### src/hw/rtl/jvsl_pkg.sv
// Shared types, widths and constants of the joystick velocity slew limiter.
// Depends on nothing; every other module of the block imports it.
`timescale 1ns / 1ps
package jvsl_pkg;

	// Sample grouping and converter resolution. SAMPLE_COUNT must be a power of two.
	localparam int SAMPLE_COUNT = 32;
	localparam int ADC_BITS     = 12;
	localparam int ADC_MID      = (2 ** ADC_BITS - 1) / 2;

	// Fixed field widths.
	localparam int SAMPLE_W   = 12;
	localparam int DB_W       = 11;
	localparam int SPEED_W    = 15;
	localparam int SSPEED_W   = 16;
	localparam int CFG_IDX_W  = 3;
	localparam int CFG_DATA_W = 15;

	// Derived widths.
	localparam int AVG_SHIFT = $clog2(SAMPLE_COUNT);
	localparam int IDX_W     = (SAMPLE_COUNT > 1) ? $clog2(SAMPLE_COUNT) : 1;
	localparam int SUM_W     = ADC_BITS + AVG_SHIFT;
	localparam int MOT_W     = ADC_BITS - 1;
	localparam int PROD_W    = ADC_BITS + SPEED_W;
	localparam int DCNT_W    = $clog2(PROD_W);
	localparam int EXT_W     = 17;
	localparam int SLEW_W    = SSPEED_W + 2;

	// Queue between the front and back parts.
	localparam int QUEUE_DEPTH = 2;
	localparam int QPTR_W      = (QUEUE_DEPTH > 1) ? $clog2(QUEUE_DEPTH) : 1;
	localparam int QCNT_W      = $clog2(QUEUE_DEPTH + 1);

	// Configuration register indexes.
	localparam logic [CFG_IDX_W-1:0] REG_DEADBAND  = 3'd0;
	localparam logic [CFG_IDX_W-1:0] REG_MIN_SPEED = 3'd1;
	localparam logic [CFG_IDX_W-1:0] REG_MAX_SPEED = 3'd2;
	localparam logic [CFG_IDX_W-1:0] REG_SLEW_STEP = 3'd3;
	localparam logic [CFG_IDX_W-1:0] REG_FLIP_DIR  = 3'd4;

	// Deflection zones decided by the front part.
	localparam logic [1:0] ZONE_STOP  = 2'd0;
	localparam logic [1:0] ZONE_FULL  = 2'd1;
	localparam logic [1:0] ZONE_SCALE = 2'd2;

	typedef struct packed {
		logic [DB_W-1:0]    deadband;
		logic [SPEED_W-1:0] min_speed;
		logic [SPEED_W-1:0] max_speed;
		logic [SPEED_W-1:0] slew_step;
		logic               flip_direction;
	} cfg_t;

	// One classified group average.
	typedef struct packed {
		logic                neg;
		logic [1:0]          zone;
		logic [ADC_BITS-1:0] excess;
	} entry_t;

	typedef struct packed {
		logic                       direction;
		logic                       pulse_enable;
		logic [SPEED_W-1:0]         step_frequency;
		logic signed [SSPEED_W-1:0] signed_speed;
	} res_t;

	// Keeps the converter bits of a raw sample.
	function automatic logic [ADC_BITS-1:0] adc_mask(input logic [SAMPLE_W-1:0] s);
		logic [15:0] wide;
		wide = 16'(s);
		return wide[ADC_BITS-1:0];
	endfunction

endpackage

### src/hw/rtl/jvsl_front.sv
// Front part: sums samples, forms the group average and classifies its deflection.
// Depends on jvsl_pkg; feeds jvsl_queue.
`timescale 1ns / 1ps
module jvsl_front import jvsl_pkg::*; (
	input  logic                clk,
	input  logic                arst_n,
	input  cfg_t                cfg,
	input  logic                push,
	output logic                full,
	input  logic [SAMPLE_W-1:0] sample,
	input  logic [QCNT_W-1:0]   q_count,
	output logic                q_push,
	output entry_t              q_entry
);

	logic [SUM_W-1:0]    sum_q;
	logic [IDX_W-1:0]    idx_q;
	logic [SUM_W-1:0]    total;
	logic                accept;
	logic                last;
	logic                valid_s1;
	logic [ADC_BITS-1:0] avg_s1;
	logic [QCNT_W:0]     used;
	logic                below;
	logic [ADC_BITS-1:0] mag;
	logic [EXT_W-1:0]    mag_ext;
	logic [EXT_W-1:0]    db_ext;
	logic [EXT_W-1:0]    diff;

	// A slot in the queue is reserved for an average still in stage one.
	assign used   = (QCNT_W + 1)'(q_count) + (QCNT_W + 1)'(valid_s1);
	assign full   = used >= (QCNT_W + 1)'(QUEUE_DEPTH);
	assign accept = push && !full;
	assign last   = idx_q == IDX_W'(SAMPLE_COUNT - 1);
	assign total  = sum_q + SUM_W'(adc_mask(sample));

	// Accumulate the group and register its average on the last beat.
	always_ff @(posedge clk or negedge arst_n) begin
		if (!arst_n) begin
			sum_q    <= '0;
			idx_q    <= '0;
			valid_s1 <= 1'b0;
		end else begin
			valid_s1 <= accept && last;
			if (accept) begin
				if (last) begin
					sum_q <= '0;
					idx_q <= '0;
				end else begin
					sum_q <= total;
					idx_q <= idx_q + IDX_W'(1);
				end
			end
		end
	end

	always_ff @(posedge clk) begin
		if (accept && last) begin
			avg_s1 <= total[SUM_W-1:AVG_SHIFT];
		end
	end

	// Centre the average and sort it into stop, full-scale or scaled zones.
	always_comb begin
		below   = avg_s1 < ADC_BITS'(ADC_MID);
		mag     = below ? ADC_BITS'(ADC_MID) - avg_s1 : avg_s1 - ADC_BITS'(ADC_MID);
		mag_ext = EXT_W'(mag);
		db_ext  = EXT_W'(cfg.deadband);
		diff    = mag_ext - db_ext;
		q_entry.neg    = below;
		q_entry.excess = diff[ADC_BITS-1:0];
		if (mag_ext < db_ext) begin
			q_entry.zone = ZONE_STOP;
		end else if (db_ext >= EXT_W'(ADC_MID)) begin
			q_entry.zone = ZONE_FULL;
		end else begin
			q_entry.zone = ZONE_SCALE;
		end
	end

	assign q_push = valid_s1;

endmodule

### src/hw/rtl/jvsl_queue.sv
// Short queue of classified averages between the front and back parts.
// Depends on jvsl_pkg.
`timescale 1ns / 1ps
module jvsl_queue import jvsl_pkg::*; (
	input  logic              clk,
	input  logic              arst_n,
	input  logic              push,
	input  entry_t            wr_entry,
	input  logic              pop,
	output entry_t            rd_entry,
	output logic              empty,
	output logic [QCNT_W-1:0] count
);

	entry_t            mem_q [QUEUE_DEPTH];
	logic [QPTR_W-1:0] wr_ptr_q;
	logic [QPTR_W-1:0] rd_ptr_q;
	logic [QCNT_W-1:0] count_q;
	logic              do_pop;

	assign empty    = count_q == '0;
	assign count    = count_q;
	assign do_pop   = pop && !empty;
	assign rd_entry = mem_q[rd_ptr_q];

	// Pointers and fill count; the front never pushes into a full queue.
	always_ff @(posedge clk or negedge arst_n) begin
		if (!arst_n) begin
			wr_ptr_q <= '0;
			rd_ptr_q <= '0;
			count_q  <= '0;
		end else begin
			if (push) begin
				wr_ptr_q <= (wr_ptr_q == QPTR_W'(QUEUE_DEPTH - 1)) ? '0 : wr_ptr_q + QPTR_W'(1);
			end
			if (do_pop) begin
				rd_ptr_q <= (rd_ptr_q == QPTR_W'(QUEUE_DEPTH - 1)) ? '0 : rd_ptr_q + QPTR_W'(1);
			end
			if (push && !do_pop) begin
				count_q <= count_q + QCNT_W'(1);
			end else if (!push && do_pop) begin
				count_q <= count_q - QCNT_W'(1);
			end
		end
	end

	always_ff @(posedge clk) begin
		if (push) begin
			mem_q[wr_ptr_q] <= wr_entry;
		end
	end

endmodule

### src/hw/rtl/jvsl_back.sv
// Back part: scales the deflection to a target speed with a bit-serial divider,
// applies the slew limit and holds the result beat. Depends on jvsl_pkg.
`timescale 1ns / 1ps
module jvsl_back import jvsl_pkg::*; (
	input  logic   clk,
	input  logic   arst_n,
	input  cfg_t   cfg,
	input  logic   q_empty,
	input  entry_t q_entry,
	output logic   q_pop,
	input  logic   pop,
	output logic   empty,
	output res_t   res
);

	localparam logic [2:0] ST_IDLE  = 3'd0;
	localparam logic [2:0] ST_MUL   = 3'd1;
	localparam logic [2:0] ST_DIV   = 3'd2;
	localparam logic [2:0] ST_CLAMP = 3'd3;
	localparam logic [2:0] ST_SLEW  = 3'd4;
	localparam logic [2:0] ST_OUT   = 3'd5;

	logic [2:0]                 state_q;
	logic                       neg_q;
	logic [ADC_BITS-1:0]        excess_q;
	logic [SPEED_W-1:0]         tgt_mag_q;
	logic [PROD_W-1:0]          div_q;
	logic [MOT_W-1:0]           rem_q;
	logic [DCNT_W-1:0]          cnt_q;
	logic signed [SSPEED_W-1:0] cur_q;
	logic                       out_valid_q;
	res_t                       res_q;

	logic [SPEED_W-1:0]         span;
	logic [SPEED_W-1:0]         top;
	logic [EXT_W-1:0]           motion_ext;
	logic [MOT_W-1:0]           motion;
	logic [MOT_W:0]             trial;
	logic                       fits;
	logic [MOT_W:0]             trial_left;
	logic signed [SLEW_W-1:0]   tgt_ext;
	logic signed [SLEW_W-1:0]   cur_ext;
	logic signed [SLEW_W-1:0]   step_ext;
	logic signed [SLEW_W-1:0]   up;
	logic signed [SLEW_W-1:0]   dn;
	logic signed [SLEW_W-1:0]   next_ext;
	logic [SSPEED_W-1:0]        abs_cur;
	logic [SPEED_W-1:0]         cur_mag;
	logic                       en;
	logic                       out_load;

	// Speed range and divisor follow registers; user must hold them still while busy.
	assign span       = (cfg.max_speed >= cfg.min_speed) ? cfg.max_speed - cfg.min_speed : '0;
	assign top        = (cfg.max_speed >= cfg.min_speed) ? cfg.max_speed : cfg.min_speed;
	assign motion_ext = EXT_W'(ADC_MID) - EXT_W'(cfg.deadband);
	assign motion     = motion_ext[MOT_W-1:0];

	// One restoring division step: shift in the next dividend bit, subtract if it fits.
	assign trial      = {rem_q, div_q[PROD_W-1]};
	assign fits       = trial >= {1'b0, motion};
	assign trial_left = trial - {1'b0, motion};

	// Slew limit toward the target.
	always_comb begin
		tgt_ext  = neg_q ? -SLEW_W'(signed'({1'b0, tgt_mag_q})) : SLEW_W'(signed'({1'b0, tgt_mag_q}));
		cur_ext  = SLEW_W'(cur_q);
		step_ext = SLEW_W'(signed'({1'b0, cfg.slew_step}));
		up       = cur_ext + step_ext;
		dn       = cur_ext - step_ext;
		if (tgt_ext > up) begin
			next_ext = up;
		end else if (tgt_ext < dn) begin
			next_ext = dn;
		end else begin
			next_ext = tgt_ext;
		end
	end

	// Result fields from the current speed.
	assign abs_cur  = cur_q[SSPEED_W-1] ? SSPEED_W'(-cur_q) : SSPEED_W'(cur_q);
	assign cur_mag  = abs_cur[SPEED_W-1:0];
	assign en       = cur_mag >= cfg.min_speed;
	assign out_load = (state_q == ST_OUT) && (!out_valid_q || pop);
	assign q_pop    = (state_q == ST_IDLE) && !q_empty;

	// Sequencer for one group average.
	always_ff @(posedge clk or negedge arst_n) begin
		if (!arst_n) begin
			state_q     <= ST_IDLE;
			cur_q       <= '0;
			out_valid_q <= 1'b0;
		end else begin
			case (state_q)
				ST_IDLE: begin
					if (!q_empty) begin
						case (q_entry.zone)
							ZONE_STOP:  state_q <= ST_SLEW;
							ZONE_FULL:  state_q <= ST_SLEW;
							default:    state_q <= ST_MUL;
						endcase
					end
				end
				ST_MUL: state_q <= ST_DIV;
				ST_DIV: begin
					if (cnt_q == DCNT_W'(PROD_W - 1)) begin
						state_q <= ST_CLAMP;
					end
				end
				ST_CLAMP: state_q <= ST_SLEW;
				ST_SLEW: begin
					cur_q   <= next_ext[SSPEED_W-1:0];
					state_q <= ST_OUT;
				end
				ST_OUT: begin
					if (out_load) begin
						state_q <= ST_IDLE;
					end
				end
				default: state_q <= ST_IDLE;
			endcase
			if (out_load) begin
				out_valid_q <= 1'b1;
			end else if (pop) begin
				out_valid_q <= 1'b0;
			end
		end
	end

	// Datapath registers of the sequencer.
	always_ff @(posedge clk) begin
		case (state_q)
			ST_IDLE: begin
				if (!q_empty) begin
					neg_q    <= q_entry.neg;
					excess_q <= q_entry.excess;
					case (q_entry.zone)
						ZONE_STOP: tgt_mag_q <= '0;
						ZONE_FULL: tgt_mag_q <= top;
						default:   tgt_mag_q <= tgt_mag_q;
					endcase
				end
			end
			ST_MUL: begin
				div_q <= PROD_W'(excess_q) * PROD_W'(span);
				rem_q <= '0;
				cnt_q <= '0;
			end
			ST_DIV: begin
				div_q <= {div_q[PROD_W-2:0], fits};
				rem_q <= fits ? trial_left[MOT_W-1:0] : trial[MOT_W-1:0];
				cnt_q <= cnt_q + DCNT_W'(1);
			end
			ST_CLAMP: begin
				// The top code lies one count past the scale; cap it at full speed.
				if (div_q > PROD_W'(span)) begin
					tgt_mag_q <= top;
				end else begin
					tgt_mag_q <= cfg.min_speed + div_q[SPEED_W-1:0];
				end
			end
			default: begin
			end
		endcase
		if (out_load) begin
			res_q.direction      <= ((!cur_q[SSPEED_W-1]) && (cur_q != '0)) ^ cfg.flip_direction;
			res_q.pulse_enable   <= en;
			res_q.step_frequency <= en ? cur_mag : '0;
			res_q.signed_speed   <= cur_q;
		end
	end

	assign empty = !out_valid_q;
	assign res   = res_q;

endmodule

### src/hw/rtl/joystick_velocity_slew_limiter.sv
// Joystick velocity slew limiter: one result beat per group of SAMPLE_COUNT samples.
// Throughput: one sample per cycle while full is low. A scaled group passes through the
// multiply, the bit-serial divide, the clamp and the slew step; a group inside the
// deadband or at full scale goes straight from the queue to the slew step.
// Reset (arst_n low, asynchronous): registers return to their defaults, the sample sum,
// group count and current speed clear, and the queue and result slot empty.
`timescale 1ns / 1ps
module joystick_velocity_slew_limiter import jvsl_pkg::*; (
	input  logic                       clk,
	input  logic                       arst_n,
	input  logic                       push,
	output logic                       full,
	input  logic [SAMPLE_W-1:0]        sample,
	output logic                       empty,
	input  logic                       pop,
	output logic                       direction,
	output logic                       pulse_enable,
	output logic [SPEED_W-1:0]         step_frequency,
	output logic signed [SSPEED_W-1:0] signed_speed,
	input  logic                       cfg_valid,
	output logic                       cfg_ready,
	input  logic [CFG_IDX_W-1:0]       cfg_index,
	input  logic [CFG_DATA_W-1:0]      cfg_data
);

	cfg_t              cfg_q;
	logic              q_push;
	logic              q_pop;
	logic              q_empty;
	logic [QCNT_W-1:0] q_count;
	entry_t            wr_entry;
	entry_t            rd_entry;
	res_t              res;

	// Configuration registers; writes beyond the list are dropped.
	assign cfg_ready = 1'b1;

	always_ff @(posedge clk or negedge arst_n) begin
		if (!arst_n) begin
			cfg_q.deadband       <= DB_W'(100);
			cfg_q.min_speed      <= SPEED_W'(32);
			cfg_q.max_speed      <= SPEED_W'(19000);
			cfg_q.slew_step      <= SPEED_W'(2000);
			cfg_q.flip_direction <= 1'b0;
		end else if (cfg_valid && cfg_ready) begin
			case (cfg_index)
				REG_DEADBAND:  cfg_q.deadband       <= cfg_data[DB_W-1:0];
				REG_MIN_SPEED: cfg_q.min_speed      <= cfg_data[SPEED_W-1:0];
				REG_MAX_SPEED: cfg_q.max_speed      <= cfg_data[SPEED_W-1:0];
				REG_SLEW_STEP: cfg_q.slew_step      <= cfg_data[SPEED_W-1:0];
				REG_FLIP_DIR:  cfg_q.flip_direction <= cfg_data[0];
				default: begin
				end
			endcase
		end
	end

	jvsl_front u_front (
		.clk     (clk),
		.arst_n  (arst_n),
		.cfg     (cfg_q),
		.push    (push),
		.full    (full),
		.sample  (sample),
		.q_count (q_count),
		.q_push  (q_push),
		.q_entry (wr_entry)
	);

	jvsl_queue u_queue (
		.clk      (clk),
		.arst_n   (arst_n),
		.push     (q_push),
		.wr_entry (wr_entry),
		.pop      (q_pop),
		.rd_entry (rd_entry),
		.empty    (q_empty),
		.count    (q_count)
	);

	jvsl_back u_back (
		.clk     (clk),
		.arst_n  (arst_n),
		.cfg     (cfg_q),
		.q_empty (q_empty),
		.q_entry (rd_entry),
		.q_pop   (q_pop),
		.pop     (pop),
		.empty   (empty),
		.res     (res)
	);

	assign direction      = res.direction;
	assign pulse_enable   = res.pulse_enable;
	assign step_frequency = res.step_frequency;
	assign signed_speed   = res.signed_speed;

endmodule

### config.mk
export PLATFORM = sky130hd
export DESIGN_NAME = joystick_velocity_slew_limiter
export DESIGN_NICKNAME = d
export VERILOG_FILES = /design/src/hw/rtl/jvsl_pkg.sv /design/src/hw/rtl/jvsl_front.sv /design/src/hw/rtl/jvsl_queue.sv /design/src/hw/rtl/jvsl_back.sv /design/src/hw/rtl/joystick_velocity_slew_limiter.sv
export SDC_FILE = /design/constraint.sdc
export NUM_CORES = 1
export LEC_CHECK = 0
export ABC_AREA = 1
export BUFFER_PORTS_ARGS = -buffer_cell sky130_fd_sc_hd__buf_2
export CAP_MARGIN = 40
export CORE_ASPECT_RATIO = 1.2
export CORE_MARGIN = 10
export CORE_UTILIZATION = 50
export DETAILED_ROUTE_END_ITERATION = 10
export PLACE_DENSITY = 0.68
export SYNTH_ARGS = -nofsm -noshare
export SYNTH_HDL_FRONTEND = slang
export SYNTH_SLANG_ARGS = --single-unit
### constraint.sdc
create_clock -name clk -period 7.9 [get_ports clk]
set_clock_uncertainty 0.05 [all_clocks]
set_input_delay 0.79 -clock clk [delete_from_list [all_inputs] [get_ports clk]]
set_output_delay 0.79 -clock clk [all_outputs]
set_load 0.02 [all_outputs]
==> impl_metrics.yaml, run 1 <==
timing:
  finalSetupTns_ns: 0
  drv_slew: 0
  setup-violations-final: 0
  report.final.hold_viol_count: 0
  slew-limit-headroom_pct: 37.0
  final.min_clock_period_ns: 7.32
  tightestPinTransition_ns: 0.936
  grt_setup_unrepaired: "no"
  timing.fmax_mhz: 137
  min_period_over_period_pct: 92.7
synth:
  synth_most_common_cell: "nand2_1"
  synth_seq_area_share_pct: 29.3
  number_of_storage_elements_in_the_synthesis_netlist: 250
  cell_type_with_the_largest_total_area_after_synthesis: "edfxtp_1"
  yosys-top-cells-area: "edfxtp_1, nand2_1, ha_1"
  yosys-top-cells-count: "nand2_1, inv_1, nor2_1"
  post_synthesis_instance_area_mm2: 0.0239
  post-synth-top-area-fraction_pct: 18.3
  yosysUniqueCellTypes: 59
  synth-main-ff-cell: "edfxtp_1"
  post_synthesis_instance_total: 3111
  mappedNetlistNets: 3514
  number_of_synthesized_flops_with_an_enable_pin: 146
  postSynthAreaPerCell_um2: 7.68
  synth-async-reset-ratio_pct: 41.6
  synthesis.yosys.warnings: 0
cts:
  cts_setup_buffers: 0
  cts_buffers: 27
  cts.repair.resized: 0
  hold_buf_cts: 0
  max-clock-path-buffers: 3
  path_clk_slew_ns: 0.06
  cts_htree_levels: 1
  clock-sinks: 250
  tritoncts: "built"
  clkLatencyLatePin_ns: 0.58
  ctsRootBufferMaster: "clkbuf_16"
min_path:
  hold_class: "in2async"
worst_setup_path:
  critical_path_maximum_fanout: 23
  cp_slowest_stage_delay_ns: 0.57
  master_of_the_slowest_instance_on_the_critical_path: "fa_1"
  critical_path_class: "reg2reg"
  worstPathRequired_ns: 8.16
  worstPathBufferInverterCount: 6
  critical_path.most_common_cell: "inv_1"
  worstSetupStartpointType: "flop"
  critical_path.top_delay_family: "adder cells"
  setup.worst_path.end_class: "flop"
  worst-endpoint-arrival_ns: 7.58
drt:
  first_iter_violations: 1213
  drt-pass1-iter-count: 6
  totalWireLength_um: 73400
  routed_wire_length_per_instance_um: 19.3
  drtAntennaViolNets: 0
  drc: 0
  via_count: 20800
  vias_per_cell: 5.46
global_route:
  number_of_global_route_vias_before_repair: 21000
  grt_overflow_total: 0
  grt_antenna_before_repair: 0
  global_route.usage.total_pct: 25.8
  grt_start_max_net_pins: 45
  grt_first_pass_wirelength_um: 115000
floorplan:
  placement_rows: 87
  design.die.area_mm2: 0.0570
  die_h_um: 259
  die-width_um: 220
  floorplan.initialDensity_pct: 50.7
  pin_count: 71
  floorplan.core_area_mm2: 0.0471
job:
  maxCapViolCount: 0
cells_and_area:
  layout.filler_cells: 4469
  layout-area-overhead-vs-synth_pct: 8.07
  final_nets: 3572
  post_layout_nonfiller_instances: 3813
  drive_gt1_share_pct: 6.68
  antenna_diode_count: 0
placement:
  numPortBuffers: 69
  placed_cells_incl_taps: 3763
  gp_congestion: 1.01
  final_hpwl_dp_um: 59900
outcome:
  outcome: "complete, no violations"
[cells by family after synthesis]
kind of cell | after synthesis | share of synthesized area [%]
xor gates and xnor gates | 95 | 3.48
DFF | 250 | 29.3
and+or+nand+nor | 1428 | 25.5
adders and majority gates | 368 | 23.6
other | 1 | 0.0157
buffers and inverters | 623 | 10.1
AOI/OAI and AO/OA | 346 | 7.96
[through the flow]
stage	worst slack, ns	hold WS (ns)	util (%)	cell area (um^2)
after floorplan	1.59	0.373	-	23900
after global placement	0.686	0.421	52.7	24900
after detailed placement	0.754	0.426	52.9	25000
after CTS	0.727	0.0945	54.8	25800
after global routing	0.212	0.118	54.8	25800
final	0.579	0.0987	54.8	25800
[metal layers]
layer | GRT usage (%) | part of all wire (%) | vias to the layer above | wire length, um
li1 | - | - | 10100 | -
met1 | 29.3 | 38 | 9882 | 28200
met2 | 46.0 | 50 | 687 | 36900
met3 | 3.60 | 5.5 | 192 | 4040
met4 | 13.5 | 5.9 | 0 | 4300
met5 | 0 | 0 | - | 0
[registers in the layout, summed over array words and instances, names as in the netlist, 5 cells and up]
name              flops
cfg_q                57
u_back.cnt_q          5
u_back.cur_q         16
u_back.div_q         27
u_back.excess_q      12
u_back.rem_q         11
u_back.res           33
u_back.tgt_mag_q     15
u_front.avg_s1       12
u_front.idx_q         5
u_front.sum_q        17
u_queue.mem_q        30
[cells in the final DEF, fill, tap and decap left out, types with 88 or more instances in the layout]
cell,instances
a21oi_1,127
dfrtp_1,88
edfxtp_1,146
fa_1,137
ha_1,231
inv_1,545
nand2_1,810
nand3_1,193
nor2_1,235
o21ai_0,149
[path summary, 6_finish.rpt]
check	startpoint	to	slack [ns]	cells after the start
worst max-delay path	cfg_q[45]$_DFFE_PN0P_	u_back.div_q[24]$_DFFE_PP_	0.58	25
worst min-delay path	arst_n	u_front.sum_q[0]$_DFFE_PN0P_	0.1	1
worst max register to register	cfg_q[45]$_DFFE_PN0P_	u_back.div_q[24]$_DFFE_PP_	0.58	25
worst min register to register	cfg_q[16]$_DFFE_PN0P_	cfg_q[16]$_DFFE_PN0P_	0.44	2
max in group asynchronous	arst_n	cfg_q[48]$_DFFE_PN1P_	6.52	3
min in group clk	cfg_q[16]$_DFFE_PN0P_	cfg_q[16]$_DFFE_PN0P_	0.44	2
[layout make-up]
| type | instances | area, um^2 | share of cell area [%] |
|---|---|---|---|
| timing repair buffer | 93 | 574 | 2.22 |
| inverter | 559 | 2100 | 8.12 |
| multi-input combinational | 2238 | 14500 | 56.1 |
| clock buffer | 39 | 772 | 2.99 |
| clock inverter | 11 | 101 | 0.392 |
| sequential | 250 | 7010 | 27.1 |
| tap | 623 | 779 | 3.02 |
Power of run 1 is left out: the tool's default activity adds up to more than one toggle a clock period on the data nets, which glitch-free logic cannot reach.
==> run 2, diff against run 1 <==
Settings changed: MAX_ROUTING_LAYER set to met4.
==> run 2 against run 1 <==
Net effect:
- critical path depth increased by 2
- count of clock-buffer cells in the layout decreased by 7
- first-iteration DRC count increased by 2.9%
- wire length increased by 5.3%
- sequential share of layout area decreased by 0.081 points
- die area unchanged
- via count increased by 0.29%
- largest cell class unchanged
==> impl_metrics.yaml, run 2 (same netlist as run 1, synthesis figures left out) <==
outcome:
  outcome: "complete, no violations"
timing:
  final.min_clock_period_ns: 7.36
  drv_slew: 0
  slew-limit-headroom_pct: 42.5
  grt_setup_unrepaired: "no"
  finalSetupTns_ns: 0
  timing.fmax_mhz: 136
  min_period_over_period_pct: 93.2
  tightestPinTransition_ns: 0.854
  report.final.hold_viol_count: 0
  setup-violations-final: 0
cells_and_area:
  drive_gt1_share_pct: 7.01
  final_nets: 3575
  largest_register_ffs: 57
  mostFrequentLayoutCell: "nand2_1"
  mostFrequentLayoutCells: "nand2_1, inv_1, nor2_1, ha_1, nand3_1"
  registers.top_by_ff_count: "cfg_q"
  antenna_diode_count: 0
  layout.filler_cells: 4631
  layout-area-overhead-vs-synth_pct: 8.40
cts:
  clkLatencyLatePin_ns: 0.60
  cts_htree_levels: 1
  tritoncts: "built"
  path_clk_slew_ns: 0.06
  ctsRootBufferMaster: "clkbuf_16"
  clock-sinks: 250
  cts.repair.resized: 0
  cts_setup_buffers: 0
  hold_buf_cts: 0
  max-clock-path-buffers: 3
  cts_buffers: 29
drt:
  drt-pass1-iter-count: 7
  drc: 0
  vias_per_cell: 5.47
  first_iter_violations: 1248
  drtAntennaViolNets: 0
  via_count: 20900
  routed_wire_length_per_instance_um: 20.3
  totalWireLength_um: 77300
worst_setup_path:
  cp-startpoint: "cfg_q[42]$_DFFE_PN0P_"
  critical_path.top_delay_family: "adder cells"
  worstPathBufferInverterCount: 7
  timing.rr.start: "cfg_q[42]$_DFFE_PN0P_"
  reg2reg_setup_slack_ns: 0.54
  r2r_end: "u_back.div_q[23]$_DFFE_PP_"
  ff2ff_path_depth: 27
  critical_path_class: "reg2reg"
  worstSetupStartpointType: "flop"
  worst-endpoint-arrival_ns: 7.65
  critical_path_maximum_fanout: 27
  master_of_the_slowest_instance_on_the_critical_path: "fa_1"
  cp_slowest_stage_delay_ns: 0.56
  setup.worst_path.end_class: "flop"
  worstPathRequired_ns: 8.19
job:
  maxCapViolCount: 0
global_route:
  global_route.usage.total_pct: 28.1
  grt_first_pass_wirelength_um: 121000
  number_of_global_route_vias_before_repair: 21500
  grt_antenna_before_repair: 0
  grt_start_max_net_pins: 55
  grt_overflow_total: 0
floorplan:
  floorplan.core_area_mm2: 0.0471
  design.die.area_mm2: 0.0570
  floorplan.initialDensity_pct: 50.7
  die_h_um: 259
  die-width_um: 220
  pin_count: 71
  placement_rows: 87
placement:
  final_hpwl_dp_um: 63600
  numPortBuffers: 69
  gp_congestion: 0.979
min_path:
  hold_class: "in2async"
-- run 2: worst max-delay path by stage --
stage                                            end  cells past startpoint  slack (ns)
after global placement    u_back.div_q[23]$_DFFE_PP_                     27        0.65
final                     u_back.div_q[23]$_DFFE_PP_                     27        0.54
after floorplan           u_back.div_q[17]$_DFFE_PP_                     28        1.59
after detailed placement  u_back.div_q[17]$_DFFE_PP_                     28        0.63
after global routing      u_back.div_q[21]$_DFFE_PP_                     29         0.1
after CTS                 u_back.div_q[17]$_DFFE_PP_                     28        0.59
-- run 2: stage by stage --
stage	setup slack, ns	hold slack, ns	area, um^2	util, %	std cells
2_1_floorplan	1.59	0.373	23900	-	3111
3_3_place_gp	0.647	0.422	24900	52.7	3756
3_5_place_dp	0.631	0.428	24900	52.9	3764
4_1_cts	0.591	0.201	25900	55.0	3818
5_1_grt	0.0995	0.236	25900	55.0	3818
6_report	0.536	0.194	25900	55.0	3818
-- run 2: cell type report --
| class | count | area [um^2] | area share, % |
|---|---|---|---|
| Clock buffer | 32 | 747 | 2.88 |
| Clock inverter | 22 | 210 | 0.812 |
| Inverter | 559 | 2100 | 8.10 |
| Multi-Input combinational cell | 2238 | 14500 | 56.0 |
| Sequential cell | 250 | 7010 | 27.1 |
| Tap cell | 623 | 779 | 3.01 |
| Timing Repair Buffer | 94 | 568 | 2.19 |
-- run 2: per-layer routing --
layer  track usage, %  routed length (um)
met5                -                   0
met4             17.6                5710
met3             3.22                3610
met2             49.2               39300
met1             29.7               28700
Power of run 2 is left out for the same reason.
